## src/hdl/dls_pkg.sv

```systemverilog
// shared types and constants for the decimal line sorter
// no dependencies; imported by every module of the block except dls_ram
package dls_pkg;

  // default queue depths
  localparam int unsigned LOW_DEPTH_DEF  = 16;
  localparam int unsigned HIGH_DEPTH_DEF = 16;

  // stored entry: {seq, part}
  localparam int unsigned SEQ_W   = 32;
  localparam int unsigned PART_W  = 16;
  localparam int unsigned ENTRY_W = SEQ_W + PART_W;

  // configuration port
  localparam int unsigned CFG_AW = 3;
  localparam int unsigned CFG_DW = 32;
  localparam logic [0:0]  REG_SPLIT_THRESHOLD = 1'b0;
  localparam logic [PART_W-1:0] THRESHOLD_RESET = 16'd12;

  // characters
  localparam logic [7:0] CH_NEWLINE = 8'h0a;
  localparam logic [7:0] CH_ZERO    = 8'h30;
  localparam logic [7:0] CH_NINE    = 8'h39;

  // request codes
  localparam logic [1:0] REQ_BYTE     = 2'd0;
  localparam logic [1:0] REQ_POP_LOW  = 2'd1;
  localparam logic [1:0] REQ_POP_HIGH = 2'd2;
  localparam logic [1:0] REQ_EOS      = 2'd3;

  // status codes
  localparam logic [2:0] ST_NONE  = 3'd0;
  localparam logic [2:0] ST_ENQ   = 3'd1;
  localparam logic [2:0] ST_DEQ   = 3'd2;
  localparam logic [2:0] ST_FULL  = 3'd3;
  localparam logic [2:0] ST_EMPTY = 3'd4;

  // queue select
  localparam logic SEL_LOW  = 1'b0;
  localparam logic SEL_HIGH = 1'b1;

  typedef struct packed {
    logic [1:0] req_type;
    logic [7:0] data_byte;
  } in_item_t;

  typedef struct packed {
    logic [2:0]        status;
    logic              queue_sel;
    logic [SEQ_W-1:0]  seq_num;
    logic [PART_W-1:0] part_value;
  } out_item_t;

  // controller to datapath
  typedef struct packed {
    logic take;        // item accepted this cycle
    logic capture;     // load popped entry from the queue ram
  } dls_cmd_t;

  // datapath to controller
  typedef struct packed {
    logic pop_hit;     // current item pops a non-empty queue
  } dls_sts_t;

endpackage

```

## src/hdl/dls_ram.sv

```systemverilog
// generic single-write, single-read ram with registered read data
// depends on nothing
module dls_ram #(
  parameter int unsigned WIDTH = 8,
  parameter int unsigned DEPTH = 16
) (
  input  logic                     clk,
  input  logic                     we,
  input  logic [$clog2(DEPTH)-1:0] waddr,
  input  logic [WIDTH-1:0]         wdata,
  input  logic                     re,
  input  logic [$clog2(DEPTH)-1:0] raddr,
  output logic [WIDTH-1:0]         rdata
);

  logic [WIDTH-1:0] mem_r [DEPTH];
  logic [WIDTH-1:0] rdata_r;

  // write port
  always_ff @(posedge clk) begin
    if (we) begin
      mem_r[waddr] <= wdata;
    end
  end

  // registered read port
  always_ff @(posedge clk) begin
    if (re) begin
      rdata_r <= mem_r[raddr];
    end
  end

  assign rdata = rdata_r;

endmodule

```

## src/hdl/dls_ctrl.sv

```systemverilog
// controller state machine: accept, ram read wait, result hold
// depends on dls_pkg
module dls_ctrl (
  input  logic              clk,
  input  logic              rst_n,
  input  logic              in_valid,
  output logic              in_stall,
  output logic              out_valid,
  input  logic              out_stall,
  input  dls_pkg::dls_sts_t sts,
  output dls_pkg::dls_cmd_t cmd
);
  import dls_pkg::*;

  typedef enum logic [2:0] {
    S_IDLE = 3'b001,
    S_READ = 3'b010,
    S_OUT  = 3'b100
  } state_t;

  state_t state_r, state_nxt;

  // next state and commands
  always_comb begin
    state_nxt   = state_r;
    cmd.take    = 1'b0;
    cmd.capture = 1'b0;
    in_stall    = 1'b1;
    out_valid   = 1'b0;
    unique case (state_r)
      S_IDLE: begin
        in_stall = 1'b0;
        if (in_valid) begin
          cmd.take  = 1'b1;
          state_nxt = sts.pop_hit ? S_READ : S_OUT;
        end
      end
      S_READ: begin
        cmd.capture = 1'b1;
        state_nxt   = S_OUT;
      end
      S_OUT: begin
        out_valid = 1'b1;
        if (!out_stall) begin
          state_nxt = S_IDLE;
        end
      end
      default: begin
        state_nxt = S_IDLE;
      end
    endcase
  end

  always_ff @(posedge clk) begin
    if (!rst_n) begin
      state_r <= S_IDLE;
    end else begin
      state_r <= state_nxt;
    end
  end

endmodule

```

## src/hdl/dls_dpath.sv

```systemverilog
// datapath: digit accumulator, sequence counter, queue pointers, threshold register and result register
// depends on dls_pkg and dls_ram
module dls_dpath #(
  parameter int unsigned LOW_DEPTH  = dls_pkg::LOW_DEPTH_DEF,
  parameter int unsigned HIGH_DEPTH = dls_pkg::HIGH_DEPTH_DEF
) (
  input  logic                            clk,
  input  logic                            rst_n,
  input  dls_pkg::in_item_t               in_data,
  input  dls_pkg::dls_cmd_t               cmd,
  output dls_pkg::dls_sts_t               sts,
  input  logic                            thr_we,
  input  logic [dls_pkg::PART_W-1:0]      thr_wdata,
  output logic [dls_pkg::PART_W-1:0]      thr,
  output dls_pkg::out_item_t              out_data
);
  import dls_pkg::*;

  localparam int unsigned LPW = $clog2(LOW_DEPTH);
  localparam int unsigned HPW = $clog2(HIGH_DEPTH);
  localparam int unsigned LCW = $clog2(LOW_DEPTH + 1);
  localparam int unsigned HCW = $clog2(HIGH_DEPTH + 1);
  localparam int unsigned PW  = PART_W + 4;

  logic [PART_W-1:0] thr_r;
  logic [PART_W-1:0] accum_r, accum_nxt;
  logic              stopped_r, stopped_nxt;
  logic [SEQ_W-1:0]  seq_r, seq_nxt;
  logic [LPW-1:0]    low_wp_r, low_rp_r;
  logic [HPW-1:0]    high_wp_r, high_rp_r;
  logic [LCW-1:0]    low_cnt_r;
  logic [HCW-1:0]    high_cnt_r;
  logic              pop_sel_r;
  out_item_t         out_r, out_nxt;

  logic low_full, high_full, low_empty, high_empty;
  logic low_we, high_we, low_re, high_re;
  logic [ENTRY_W-1:0] wentry;
  logic [ENTRY_W-1:0] low_rdata, high_rdata, pop_entry;
  logic is_nl, is_digit, go_low;
  logic [3:0]    digit;
  logic [PW-1:0] prod;

  assign low_full   = (low_cnt_r == LCW'(LOW_DEPTH));
  assign high_full  = (high_cnt_r == HCW'(HIGH_DEPTH));
  assign low_empty  = (low_cnt_r == '0);
  assign high_empty = (high_cnt_r == '0);

  assign sts.pop_hit = ((in_data.req_type == REQ_POP_LOW) && !low_empty) ||
                       ((in_data.req_type == REQ_POP_HIGH) && !high_empty);

  // digit accumulate with saturation
  assign is_nl    = (in_data.data_byte == CH_NEWLINE);
  assign is_digit = (in_data.data_byte >= CH_ZERO) && (in_data.data_byte <= CH_NINE);
  assign digit    = 4'(in_data.data_byte - CH_ZERO);
  assign prod     = PW'(accum_r) * PW'(10) + PW'(digit);
  assign go_low   = (accum_r <= thr_r);

  // per-item decode
  always_comb begin
    accum_nxt   = accum_r;
    stopped_nxt = stopped_r;
    seq_nxt     = seq_r;
    out_nxt     = '0;
    low_we      = 1'b0;
    high_we     = 1'b0;
    low_re      = 1'b0;
    high_re     = 1'b0;
    wentry      = {seq_r, accum_r};
    case (in_data.req_type)
      REQ_BYTE: begin
        if (is_nl) begin
          out_nxt.queue_sel  = go_low ? SEL_LOW : SEL_HIGH;
          out_nxt.seq_num    = seq_r;
          out_nxt.part_value = accum_r;
          if (go_low ? low_full : high_full) begin
            out_nxt.status = ST_FULL;
          end else begin
            out_nxt.status = ST_ENQ;
            low_we         = go_low;
            high_we        = !go_low;
            seq_nxt        = seq_r + SEQ_W'(1);
            accum_nxt      = '0;
            stopped_nxt    = 1'b0;
          end
        end else if (is_digit) begin
          if (!stopped_r) begin
            accum_nxt = (prod > PW'({PART_W{1'b1}})) ? {PART_W{1'b1}} : prod[PART_W-1:0];
          end
        end else begin
          stopped_nxt = 1'b1;
        end
      end
      REQ_POP_LOW: begin
        out_nxt.queue_sel = SEL_LOW;
        out_nxt.status    = low_empty ? ST_EMPTY : ST_DEQ;
        low_re            = !low_empty;
      end
      REQ_POP_HIGH: begin
        out_nxt.queue_sel = SEL_HIGH;
        out_nxt.status    = high_empty ? ST_EMPTY : ST_DEQ;
        high_re           = !high_empty;
      end
      default: begin
        wentry = '0;
        if (low_full || high_full) begin
          out_nxt.status    = ST_FULL;
          out_nxt.queue_sel = low_full ? SEL_LOW : SEL_HIGH;
        end else begin
          out_nxt.status = ST_ENQ;
          low_we         = 1'b1;
          high_we        = 1'b1;
          accum_nxt      = '0;
          stopped_nxt    = 1'b0;
        end
      end
    endcase
  end

  // threshold register
  always_ff @(posedge clk) begin
    if (!rst_n) begin
      thr_r <= THRESHOLD_RESET;
    end else if (thr_we) begin
      thr_r <= thr_wdata;
    end
  end

  // line and queue state
  always_ff @(posedge clk) begin
    if (!rst_n) begin
      accum_r    <= '0;
      stopped_r  <= 1'b0;
      seq_r      <= '0;
      low_wp_r   <= '0;
      low_rp_r   <= '0;
      low_cnt_r  <= '0;
      high_wp_r  <= '0;
      high_rp_r  <= '0;
      high_cnt_r <= '0;
    end else if (cmd.take) begin
      accum_r   <= accum_nxt;
      stopped_r <= stopped_nxt;
      seq_r     <= seq_nxt;
      if (low_we) begin
        low_wp_r  <= (low_wp_r == LPW'(LOW_DEPTH - 1)) ? '0 : low_wp_r + LPW'(1);
        low_cnt_r <= low_cnt_r + LCW'(1);
      end
      if (low_re) begin
        low_rp_r  <= (low_rp_r == LPW'(LOW_DEPTH - 1)) ? '0 : low_rp_r + LPW'(1);
        low_cnt_r <= low_cnt_r - LCW'(1);
      end
      if (high_we) begin
        high_wp_r  <= (high_wp_r == HPW'(HIGH_DEPTH - 1)) ? '0 : high_wp_r + HPW'(1);
        high_cnt_r <= high_cnt_r + HCW'(1);
      end
      if (high_re) begin
        high_rp_r  <= (high_rp_r == HPW'(HIGH_DEPTH - 1)) ? '0 : high_rp_r + HPW'(1);
        high_cnt_r <= high_cnt_r - HCW'(1);
      end
    end
  end

  // result register; a pop fills seq and part in the following cycle, from the registered ram read
  assign pop_entry = pop_sel_r ? high_rdata : low_rdata;

  always_ff @(posedge clk) begin
    if (cmd.take) begin
      out_r     <= out_nxt;
      pop_sel_r <= out_nxt.queue_sel;
    end else if (cmd.capture) begin
      out_r.seq_num    <= pop_entry[ENTRY_W-1:PART_W];
      out_r.part_value <= pop_entry[PART_W-1:0];
    end
  end

  // queue storage
  dls_ram #(.WIDTH(ENTRY_W), .DEPTH(LOW_DEPTH)) u_low_ram (
    .clk   (clk),
    .we    (cmd.take && low_we),
    .waddr (low_wp_r),
    .wdata (wentry),
    .re    (cmd.take && low_re),
    .raddr (low_rp_r),
    .rdata (low_rdata)
  );

  dls_ram #(.WIDTH(ENTRY_W), .DEPTH(HIGH_DEPTH)) u_high_ram (
    .clk   (clk),
    .we    (cmd.take && high_we),
    .waddr (high_wp_r),
    .wdata (wentry),
    .re    (cmd.take && high_re),
    .raddr (high_rp_r),
    .rdata (high_rdata)
  );

  assign thr      = thr_r;
  assign out_data = out_r;

endmodule

```

## src/hdl/decimal_line_sorter_two_fifos.sv

```systemverilog
// top level of the decimal line sorter with two ring queues
// depends on dls_pkg, dls_ctrl, dls_dpath (and dls_ram below it)
//
// channel   direction  handshake            payload
// in_       input      in_valid / in_stall  in_data (req_type, data_byte)
// out_      output     out_valid/out_stall  out_data (status, queue_sel, seq_num, part_value)
// cfg       input      psel/penable/pready  paddr, pwdata, prdata (split_threshold at 0)
//
// one item at a time: a byte, end of stream or pop of an empty queue goes
// through accept and then result; a pop of a non-empty queue adds a read state
// between them for the registered read of the queue ram.
// the result stays on out_data until out_stall is low; in_stall is high meanwhile.
// reset is synchronous on rst_n; queue contents are not cleared, no clearing pass.
module decimal_line_sorter_two_fifos #(
  parameter int unsigned LOW_DEPTH  = dls_pkg::LOW_DEPTH_DEF,
  parameter int unsigned HIGH_DEPTH = dls_pkg::HIGH_DEPTH_DEF
) (
  input  logic                        clk,
  input  logic                        rst_n,
  input  logic                        in_valid,
  output logic                        in_stall,
  input  dls_pkg::in_item_t           in_data,
  output logic                        out_valid,
  input  logic                        out_stall,
  output dls_pkg::out_item_t          out_data,
  input  logic                        psel,
  input  logic                        penable,
  input  logic                        pwrite,
  input  logic [dls_pkg::CFG_AW-1:0]  paddr,
  input  logic [dls_pkg::CFG_DW-1:0]  pwdata,
  output logic [dls_pkg::CFG_DW-1:0]  prdata,
  output logic                        pready
);
  import dls_pkg::*;

  dls_cmd_t          cmd;
  dls_sts_t          sts;
  logic              thr_we;
  logic              thr_sel;
  logic [PART_W-1:0] thr;

  // register decode
  assign pready  = 1'b1;
  assign thr_sel = (paddr[CFG_AW-1:2] == REG_SPLIT_THRESHOLD);
  assign thr_we  = psel && penable && pwrite && pready && thr_sel;
  assign prdata  = thr_sel ? CFG_DW'(thr) : '0;

  dls_ctrl u_ctrl (
    .clk       (clk),
    .rst_n     (rst_n),
    .in_valid  (in_valid),
    .in_stall  (in_stall),
    .out_valid (out_valid),
    .out_stall (out_stall),
    .sts       (sts),
    .cmd       (cmd)
  );

  dls_dpath #(.LOW_DEPTH(LOW_DEPTH), .HIGH_DEPTH(HIGH_DEPTH)) u_dpath (
    .clk       (clk),
    .rst_n     (rst_n),
    .in_data   (in_data),
    .cmd       (cmd),
    .sts       (sts),
    .thr_we    (thr_we),
    .thr_wdata (pwdata[PART_W-1:0]),
    .thr       (thr),
    .out_data  (out_data)
  );

endmodule

```

## config.mk

```make
export PLATFORM = sky130hd
export DESIGN_NAME = decimal_line_sorter_two_fifos
export DESIGN_NICKNAME = d
export VERILOG_FILES = /design/src/hdl/dls_pkg.sv /design/src/hdl/dls_ram.sv /design/src/hdl/dls_ctrl.sv /design/src/hdl/dls_dpath.sv /design/src/hdl/decimal_line_sorter_two_fifos.sv
export SDC_FILE = /design/constraint.sdc
export NUM_CORES = 2
export LEC_CHECK = 0
export ABC_AREA = 1
export BUFFER_PORTS_ARGS = -buffer_cell sky130_fd_sc_hd__buf_2
export CAP_MARGIN = 20
export CORE_AREA = 10 10 359 361
export DETAILED_ROUTE_END_ITERATION = 10
export DIE_AREA = 0 0 369 371
export PLACE_DENSITY_LB_ADDON = 0.3
export REMOVE_ABC_BUFFERS = 1
export SYNTH_ARGS = -nofsm -noshare
export SYNTH_HDL_FRONTEND = slang
export SYNTH_SLANG_ARGS = --single-unit
```

## constraint.sdc

```tcl
create_clock -name clk -period 10.9 [get_ports clk]
set_input_delay 0 -clock clk [delete_from_list [all_inputs] [get_ports clk]]
set_output_delay 0 -clock clk [all_outputs]
set_load 0.03 [all_outputs]
```

==> reports/results.ini <==
[run_status]
status = complete, no violations

[drt]
routed_wl_mm = 190.1
drc = 0
post_drt_wl_per_cell_um = 25.34
via_count = 47590
drtAntennaViolNets = 0
drt_iter0_markers = 6405
vias_per_cell = 6.345
firstDrtPassIters = 6

[final_layout]
mostFrequentLayoutCell = edfxtp_1
final_layout_size_suffix_gt1_share_pct = 9.939
nets = 5864
postLayoutCoreUtil_pct = 66.70
seqCellArea_sq_um = 52470
mostFrequentLayoutCells = edfxtp_1 (1684), nor2_1 (993), nand2_1 (510)
multi_input_area_sq_um = 18050
syn_to_final_growth_pct = 11.61
instances_no_fill = 7501
diodes = 0
nFillCells = 8378

[synth]
synth-main-ff-cell = edfxtp_1
synth_compound_area_share_pct = 9.650
synth_edf_count = 1684
synthCells = 5614
synthArstFlopShare_pct = 0
synth_fa_ha_area_share_pct = 1.283
syn_area_per_cell_sq_um = 12.92
synth_top_family_by_area = simple AND/OR/NAND/NOR gates
synth.area.mux_share_pct = 2.097
seq_area_frac_synth_pct = 72.30
synth-simple-area-share_pct = 10.87
yosysWarnings = 0
netlist_area_sq_um = 72540
ys_types = 47
synthXorXnorAreaFrac_pct = 0.5071
ys_seq_elements = 1778

[grt]
grt_remaining_overflow = 0
grt_pass1_vias = 45720
grt_pass1_wl_mm = 282.3
antenna_found_initial = 5
track_usage_pct = 27.26
grt_max_degree = 151

[hold_path]
hp-class = in2reg

[die]
rows = 128
fp.dieW_um = 369
core_sq_um = 121400
initial_core_util_pct = 59.76
dieArea_sq_um = 136900
ios = 139
dieHeight_um = 371

[setup_path]
crit_path_max_fanout = 54
worstPathArrival_ns = 5.27
cp-end-kind = register
worstSetupPathType = reg2reg
cp-start-kind = register
required_ns = 11.33

[cts]
cts_repair_resize_count = 0
cts_tree = built
clk_pin_slew_worst_paths_ns = 0.06
htreeDepth = 4
clock_latency_ns = 0.81
clockRootBuffer = clkbuf_16
cts.sinks = 1778
cts_buffer_depth = 3
cts_buffers = 172
post_cts_buffers = 0

[placed_design]
portBuffers = 103
place_hpwl_mm = 98.43
dp.cells = 7113
gp_congestion = 0.9260
pre_cts_ws_ns = 6.269

[sta]
fin_crit_ns = 4.842
fin_worst_skew_ns = 0.02868
maxSlewViolCount = 0
worst_pin_slew_ns = 1.217
max_freq_mhz = 206.5
slew_headroom_pct = 18.66
rsz0062_at_grt = false
setup_slack_ns = 6.058
setup_violations = 0
final-hold-violation-count = 0
finalCritPeriodShare_pct = 44.43
fin_setup_tns_ns = 0

[job]
maxCapViolations = 0

[power]
power.leakage_nw = 26.56
ir_drop_uv = 148.0
power_w = 0.01383
power_density_nw_per_um2 = 170.8

power breakdown:
part	switching, W	internal (W)	leakage [nW]
combinational	0.000466	0.000192	8.03
clock	0.00248	0.00318	2.60
sequential	0.0000379	0.00746	15.9
layer usage:
layer	routed length (um)	track usage (%)
met5	44	0
met4	6699	10.51
met2	88820	43.11
met1	73470	37.29
met3	21030	5.598
worst paths after layout:
check / startpoint / to / slack [ns] / cells past startpoint
setup / recovery: u_ctrl.state_r[0] / u_dpath.u_high_ram.mem_r[11][40] / 6.06 / 12
hold / removal: penable / u_dpath.thr[14] / 0.11 / 4
setup reg to reg: u_ctrl.state_r[0] / u_dpath.u_high_ram.mem_r[11][40] / 6.06 / 12
hold reg to reg: u_dpath.seq_r[30] / u_dpath.seq_r[30] / 0.46 / 2
cell type report:
type | instances | area share [%]
inverters | 237 | 1.120
repair buffers | 298 | 2.686
well taps | 1625 | 2.511
multi-input cells | 3253 | 22.29
clock inverters | 88 | 0.9194
clock buffers | 222 | 5.663
flip-flops and latches | 1778 | 64.81
stage by stage:
stage / hold slack (ns) / instance area (sq um)
floorplan: 0.09864 / 71110
global placement: 0.2224 / 74860
detailed placement: 0.2361 / 74860
CTS: 0.0002204 / 80970
global route: 0.1800 / 80970
finish: 0.1105 / 80970
synthesized netlist by cell type, types with 2 or more instances:
library cell	number	area, sq um
a211oi_1	2	15.01
a21oi_1	82	410.4
a21oi_2	11	96.34
a21oi_4	2	32.53
a31oi_1	4	25.02
and3_1	2	12.51
buf_1	32	120.1
buf_2	34	170.2
buf_4	18	135.1
buf_6	2	22.52
clkbuf_1	274	1028
clkinv_1	2	7.510
conb_1	2	7.510
dfxtp_1	94	1882
edfxtp_1	1684	50570
fa_1	4	80.08
ha_1	68	850.8
inv_1	224	840.8
inv_2	11	41.29
mux2i_1	152	1521
nand2_1	511	1918
nand2_2	32	200.2
nand3_1	217	1086
nand3_2	16	160.2
nand3b_1	2	15.01
nand4_1	33	206.5
nor2_1	1028	3859
nor2_2	7	43.79
nor2_4	5	56.30
nor3_1	36	180.2
nor3b_1	4	30.03
nor4_1	12	75.07
o211ai_1	42	315.3
o21a_1	3	22.52
o21ai_0	481	2407
o221ai_1	152	1331
o22ai_1	48	300.3
o32ai_1	232	2032
xnor2_1	4	35.03
xor2_1	38	332.8
registers in the layout, indices dropped and copies added, names as in the netlist, 16 cells and up:
register / cells
u_dpath.u_high_ram.rdata: 48
u_dpath.u_high_ram.mem_r: 768
u_dpath.seq_r: 32
u_dpath.u_low_ram.mem_r: 768
u_dpath.thr: 16
u_dpath.u_low_ram.rdata: 48
u_dpath.accum_r: 16
u_dpath.out_data: 51
what timing repair did:
action / 4_1_cts / 5_1_grt
hold buffers: 78 / 0
setup endpoints to repair: 0 / 0
hold endpoints to repair: 69 / 0
critical path: stages, from the launching register on:
cell,delay [ns]
dfxtp_1,0.34
inv_1,0.07
nor3_1,0.20
inv_2,0.11
nor2_4,0.08
buf_4,0.84
inv_2,0.31
nor2_1,0.29
nand2_2,0.23
inv_2,0.15
nand2_1,0.23
nor2_4,0.86
buf_4,0.69
logic make-up (layout without fill, tap and decap cells):
logic type               Yosys count  after routing
AO/OA/AOI/OAI                   1061           1061
XOR/XNOR                          42             42
adder cells (fa/ha/maj)           72             72
buffers and inverters            598            845
flip-flops                      1778           1778
multiplexers                     152            152
other                              2             17
AND/OR/NAND/NOR                 1909           1909
(Power assumes the default switching activity.)
